--- src/rtl/core/amix_pkg.sv ---
// ----------------------------------------------------------------------------
// amix_pkg: shared types and constants for the audio mix playback FIFO
// Holds depths, function codes, mode codes and controller/datapath structs.
// ----------------------------------------------------------------------------
package amix_pkg;

   localparam int RING_DEPTH = 4096;
   localparam int MIX_DEPTH  = 1024;
   localparam int RING_AW    = $clog2(RING_DEPTH);
   localparam int MIX_AW     = $clog2(MIX_DEPTH);
   localparam int FILL_W     = RING_AW + 1;
   localparam int MIXLEN_W   = MIX_AW + 1;
   localparam int SAMPLE_W   = 16;
   localparam int DIV_W      = 8;

   typedef enum logic [1:0] {
      FUNC_BEGIN  = 2'd0,
      FUNC_MIX    = 2'd1,
      FUNC_COMMIT = 2'd2,
      FUNC_PULL   = 2'd3
   } func_type;

   localparam logic [1:0] MODE_AUTO   = 2'd0;
   localparam logic [1:0] MODE_PRESET = 2'd1;
   localparam logic [1:0] MODE_SILENT = 2'd2;
   localparam logic [1:0] MODE_RSVD   = 2'd3;

   localparam logic [1:0] CSR_MIX_MODE = 2'd0;
   localparam logic [1:0] CSR_PRESET   = 2'd1;
   localparam logic [1:0] CSR_MUTE     = 2'd2;

   // controller -> datapath
   typedef struct packed {
      logic load;        // capture the request
      logic clr_step;    // clear one mix entry (sweep)
      logic clr_start;   // start clear sweep
      logic div_start;   // start the divider
      logic mix_wr;      // write back mixed entry
      logic mix_fin;     // advance position / end of loop, no store write
      logic cp_start;    // start commit copy
      logic cp_step;     // one copy step
      logic cp_fin;      // finish commit
      logic pull_fin;    // finish pull
      logic begin_fin;   // finish begin frame
   } ctl_type;

   // datapath -> controller
   typedef struct packed {
      func_type func;
      logic     clr_done;
      logic     div_done;
      logic     mix_ok;     // position below depth
      logic     mix_add;    // mode adds (or mute writes)
      logic     cp_fits;
      logic     cp_done;
      logic     ring_empty;
   } sts_type;

endpackage

--- src/rtl/core/amix_ctrl.sv ---
// ----------------------------------------------------------------------------
// amix_ctrl: sequencer for the mix FIFO
// Walks each command through its datapath steps and holds the response.
// ----------------------------------------------------------------------------
module amix_ctrl
   import amix_pkg::*;
(
   input  logic    clock,
   input  logic    reset,
   input  logic    req_valid,
   output logic    req_ready,
   output logic    rsp_valid,
   input  logic    rsp_ready,
   output ctl_type ctl,
   input  sts_type sts
);
   typedef enum logic [8:0] {
      ST_IDLE   = 9'b0_0000_0001,
      ST_DECODE = 9'b0_0000_0010,
      ST_CLEAR  = 9'b0_0000_0100,
      ST_DIV    = 9'b0_0000_1000,
      ST_MIXWR  = 9'b0_0001_0000,
      ST_COPY   = 9'b0_0010_0000,
      ST_PULL   = 9'b0_0100_0000,
      ST_RESP   = 9'b0_1000_0000,
      ST_INIT   = 9'b1_0000_0000
   } state_type;

   state_type        state_ff, state_in;

   assign req_ready = (state_ff == ST_IDLE);
   assign rsp_valid = (state_ff == ST_RESP);

   always_comb begin
      state_in = state_ff;
      ctl      = '0;
      unique case (state_ff)
         // mix store sweep after reset, no response
         ST_INIT: begin
            ctl.clr_step = 1'b1;
            if (sts.clr_done) begin
               state_in = ST_IDLE;
            end
         end
         ST_IDLE: begin
            if (req_valid) begin
               ctl.load = 1'b1;
               state_in = ST_DECODE;
            end
         end
         ST_DECODE: begin
            unique case (sts.func)
               FUNC_BEGIN: begin
                  ctl.clr_start = 1'b1;
                  state_in      = ST_CLEAR;
               end
               FUNC_MIX: begin
                  if (sts.mix_ok && sts.mix_add) begin
                     ctl.div_start = 1'b1;
                     state_in      = ST_DIV;
                  end else begin
                     ctl.mix_fin = 1'b1;
                     state_in    = ST_RESP;
                  end
               end
               FUNC_COMMIT: begin
                  ctl.cp_start = 1'b1;
                  state_in     = ST_COPY;
               end
               FUNC_PULL: begin
                  state_in = ST_PULL;
               end
               default: state_in = ST_RESP;
            endcase
         end
         ST_CLEAR: begin
            ctl.clr_step = 1'b1;
            if (sts.clr_done) begin
               ctl.begin_fin = 1'b1;
               state_in      = ST_RESP;
            end
         end
         ST_DIV: begin
            if (sts.div_done) begin
               state_in = ST_MIXWR;
            end
         end
         ST_MIXWR: begin
            ctl.mix_wr  = 1'b1;
            ctl.mix_fin = 1'b1;
            state_in    = ST_RESP;
         end
         ST_COPY: begin
            if (sts.cp_done) begin
               ctl.cp_fin = 1'b1;
               state_in   = ST_RESP;
            end else begin
               ctl.cp_step = 1'b1;
            end
         end
         ST_PULL: begin
            ctl.pull_fin = 1'b1;
            state_in     = ST_RESP;
         end
         ST_RESP: begin
            if (rsp_ready) begin
               state_in = ST_IDLE;
            end
         end
         default: state_in = ST_IDLE;
      endcase
   end

   always_ff @(posedge clock) begin
      if (reset) begin
         state_ff <= ST_INIT;
      end else begin
         state_ff <= state_in;
      end
   end

`ifndef ASSERT_OFF
   a_one_hot: assert property (@(posedge clock) disable iff (reset) $onehot(state_ff))
      else $error("state not one-hot");
   a_no_overlap: assert property (@(posedge clock) disable iff (reset)
      !(req_ready && rsp_valid)) else $error("ready while response pending");
   a_load_idle: assert property (@(posedge clock) disable iff (reset)
      ctl.load |=> (state_ff == ST_DECODE)) else $error("load did not decode");
`endif
endmodule

--- config.mk ---
export PLATFORM = sky130hd
export DESIGN_NAME = amix_ctrl
export DESIGN_NICKNAME = d
export VERILOG_FILES = /design/src/rtl/core/amix_pkg.sv /design/src/rtl/core/amix_ctrl.sv
export SDC_FILE = /design/constraint.sdc
export NUM_CORES = 1
export LEC_CHECK = 0
export ABC_AREA = 1
export BUFFER_PORTS_ARGS = -buffer_cell sky130_fd_sc_hd__buf_4
export CAP_MARGIN = 20
export CORE_MARGIN = 1.5
export CORE_UTILIZATION = 51
export CTS_CLUSTER_DIAMETER = 50
export DETAILED_ROUTE_END_ITERATION = 16
export GPL_TIMING_DRIVEN = 0
export PLACE_DENSITY = 0.82
export SLEW_MARGIN = 5
export SYNTH_ARGS = -nofsm -noshare
export SYNTH_HDL_FRONTEND = slang
export SYNTH_SLANG_ARGS = --single-unit
--- constraint.sdc ---
create_clock -name clock -period 1.9 [get_ports clock]
set_input_delay 0.19 -clock clock [delete_from_list [all_inputs] [get_ports clock]]
set_output_delay 0.19 -clock clock [all_outputs]
set_load 0.01 [all_outputs]
==> results by stage <==
Clocking:
- The later pin in the worst-skew pair is clocked with a latency of 260 ps.
- After clock tree synthesis, the clock-pin slew on the worst setup and hold paths is 70 ps.
- The post-cts sizing count is 0.
- The cell chosen for the clock root is sky130_fd_sc_hd__clkbuf_4.
- The total CTS buffers is 3.
- The number of levels in the clock H-tree is 1.
- The clock tree from TritonCTS is yes.
- Once the clock tree was built, the setup fixing pass inserted 0 buffers.
- The number of buffers inserted for hold repair after clock tree synthesis is 0.
- The total clock sinks is 9.
- The largest buffer count on any clock path is 2.

Timing:
- The final setup violation count is 0.
- The worst clock skew is 0.993 ps.
- Static timing analysis puts the maximum clock frequency at 594 MHz.
- Summed over all failing endpoints, the final setup total negative slack is 0 ps.
- The routed design could run at a clock period as short as 1680 ps.
- In this run the tightest slew margin relative to its limit is 81.2%.
- Setup repair after global routing left no endpoint under its margin.
- The number of hold violations in the final report came to 0.
- The final number of max-transition violations is 0.
- The final critical path takes up 88.6% of the cycle.
- The worst-margin pin slew is 279 ps.

Detailed routing:
- The first detailed-routing pass took 4 iterations.
- The initial detailed-routing violation count is 26.
- The remaining design rule violation count is 0.
- Summed over all layers, the routed wires come to 1690 um.
- Dividing the detail-routed wire length by the instance count gives 10.1 um.
- Once detail routing completed, the nets flagged for antenna violations numbered 0.
- After detailed routing, the number of vias per cell comes to 4.89.
- The total number of vias is 817.

Finish:
- The share of final-layout standard cells stronger than drive strength 1 is 25.7%.
- The final instance area is 913 um2.
- 0 antenna diodes ended up in the layout.
- The final net count is 166.
- The register with the most flip-flops in the layout has 9 of them.
- From synthesis to final layout, the design area changed by 31.3%.
- More flip-flops sit in one register than any other, and that register is state_ff.
- The largest registers in the layout are state_ff (9).

Worst setup path:
- STA classifies the critical path endpoint as an output pin.
- The start-to-end type of the worst setup path is reg2out.
- At the worst endpoint, the required time is 1710 ps.
- The arrival time at the worst endpoint is 1490 ps.
- The category of the worst setup path launch point is a flop.
- The critical-path maximum fanout is 6.

Floorplanning:
- The floorplan has 13 rows.
- The floorplan step set the die width to 39.9 um.
- The total die area is 1590 um2.
- The area of the core is 1280 um2.
- The initial core utilization is 54.1%.
- The boundary pin count is 26.
- Measured along the y axis, the die boundary spans 39.9 um.

Yosys:
- After synthesis the cells add up to 696 um2.
- After synthesis, the cell types taking the most area are sky130_fd_sc_hd__dfxtp_1 26%, sky130_fd_sc_hd__nand2_1 16%, sky130_fd_sc_hd__inv_1 15%.
- The sequential element share of the synthesized area is 25.9%.
- The commonest cells after synthesis are 30 x sky130_fd_sc_hd__nand2_1, 28 x sky130_fd_sc_hd__inv_1, 27 x sky130_fd_sc_hd__nor2_1.
- The number of warnings printed during yosys synthesis is 0.
- The synthesis-stage register bit count is 9.
- The synthesized netlist cell count is 125.
- Yosys mapped a number of flops with a built-in enable equal to 0.
- Counting every net in the synthesized netlist gives 138.
- After synthesis, the netlist uses 18 different library cells.
- For this run, the leading register cell type out of synthesis is sky130_fd_sc_hd__dfxtp_1.
- The largest area contributor in the synthesized netlist is sky130_fd_sc_hd__dfxtp_1.
- In the synthesized netlist the async set-or-reset flop fraction comes to 0%.
- The share of Yosys cell area claimed by the top area cell type is 25.9%.
- The most common cell in the synthesized netlist is sky130_fd_sc_hd__nand2_1.
- In this run the mean area of a mapped cell was 5.57 um2.

Placed design:
- The detailed placement HPWL is 1350 um.
- The congestion estimate from routability-driven global placement came to 0.836.
- The total of buffers placed on input and output ports is 23.
- The placed cell area is 887 um2.

Power:
- The power per cell area is 1360 nW/um2.
- The portion of total power attributed to combinational logic is 63.0%.
- The internal power summed over all cells is 0.623 mW.
- The switching power is 0.619 mW.
- Sequential cells burn 24.1% of the power.
- The total design power is 1.24 mW.
- The leakage power figure is 0.582 nW.
- In this run switching power makes up 49.8% of total power.
- IR analysis of the VDD net gives a maximum drop of 0.742 mV.
- Of the total power, the clock network draws 12.8%.

Run status:
- The run finished with clean final reports.

Run:
- Max-cap violations in this run came to 0.

Global route:
- The initial antenna violation count is 0.
- Entering global routing, the biggest net connects 11 pins.
- The global route total overflow is 0.
- Global routing used 24.2% of the available tracks.
- The first global-routing pass estimated 2570 um of wire.
- The via count of the first global-routing pass is 672.

Min path:
- The type of the tightest min-delay check is in2reg.
## final timing paths
path | slack [ps] | to | start | depth (start not counted)
setup / recovery | 220 | ctl[7] | state_ff[6] | 8
hold / removal | 120 | state_ff[8] | sts[6] | 2
setup reg to reg | 420 | state_ff[7] | state_ff[0] | 11
hold reg to reg | 570 | state_ff[0] | state_ff[0] | 4
## final cells by class
| type | count | area [um2] |
|---|---|---|
| clock buffer | 4 | 26.3 |
| inverter | 31 | 116 |
| multi-input combinational | 84 | 388 |
| fill | 126 | 372 |
| buffer | 1 | 11.3 |
| sequential | 9 | 180 |
| tap | 15 | 18.8 |
| timing repair buffer | 23 | 173 |
## cells in the final DEF (no fill, tap or decap), drive strengths merged, types with 4 or more instances in the layout
cell type	netlist	layout
buf	1	24
clkbuf	0	4
dfxtp	9	9
inv	30	30
nand2	34	34
nand3	11	11
nor2	31	31
nor3	4	4
## layer usage
metal,routed length [um],up-vias,global-route usage [%]
li1,-,420,-
met1,723,362,28.2
met2,839,33,42.3
met3,113,2,5.00
met4,16,0,10.3
met5,0,-,0
## logic make-up after synthesis
family | Yosys count | synth area share (%)
simple gates | 83 | 55.0
buf+inv | 32 | 18.3
compound gates | 1 | 0.719
flops | 9 | 25.9
## power by group through the flow
stage          logic [mW]  clock network [mW]  registers (mW)
2_1_floorplan       0.596                   0           0.293
3_3_place_gp        0.760                   0           0.301
3_5_place_dp        0.776                   0           0.303
4_1_cts             0.783               0.158           0.300
5_1_grt             0.885               0.166           0.309
6_report            0.783               0.159           0.300
## per-stage QoR
stage | hold WS (ps) | setup WS, ps | utilization, % | cells
final | 124 | 216 | 71.1 | 167
after global routing | 140 | 84.3 | 71.1 | 167
after CTS | 126 | 207 | 71.1 | 167
after detailed placement | 402 | 433 | 69.0 | 163
after global placement | 403 | 463 | 69.0 | 163
after floorplan | 302 | 574 | - | 125
## critical path, stage by stage, from the launching register on
cell	delay, ps
sky130_fd_sc_hd__dfxtp_1	340
sky130_fd_sc_hd__nor2_2	120
sky130_fd_sc_hd__nand2_2	110
sky130_fd_sc_hd__nor2_8	140
sky130_fd_sc_hd__nand2_2	100
sky130_fd_sc_hd__inv_2	60
sky130_fd_sc_hd__nand2_1	60
sky130_fd_sc_hd__nor3_2	140
sky130_fd_sc_hd__buf_4	150
Note: power is estimated with default switching activity, not from simulation.
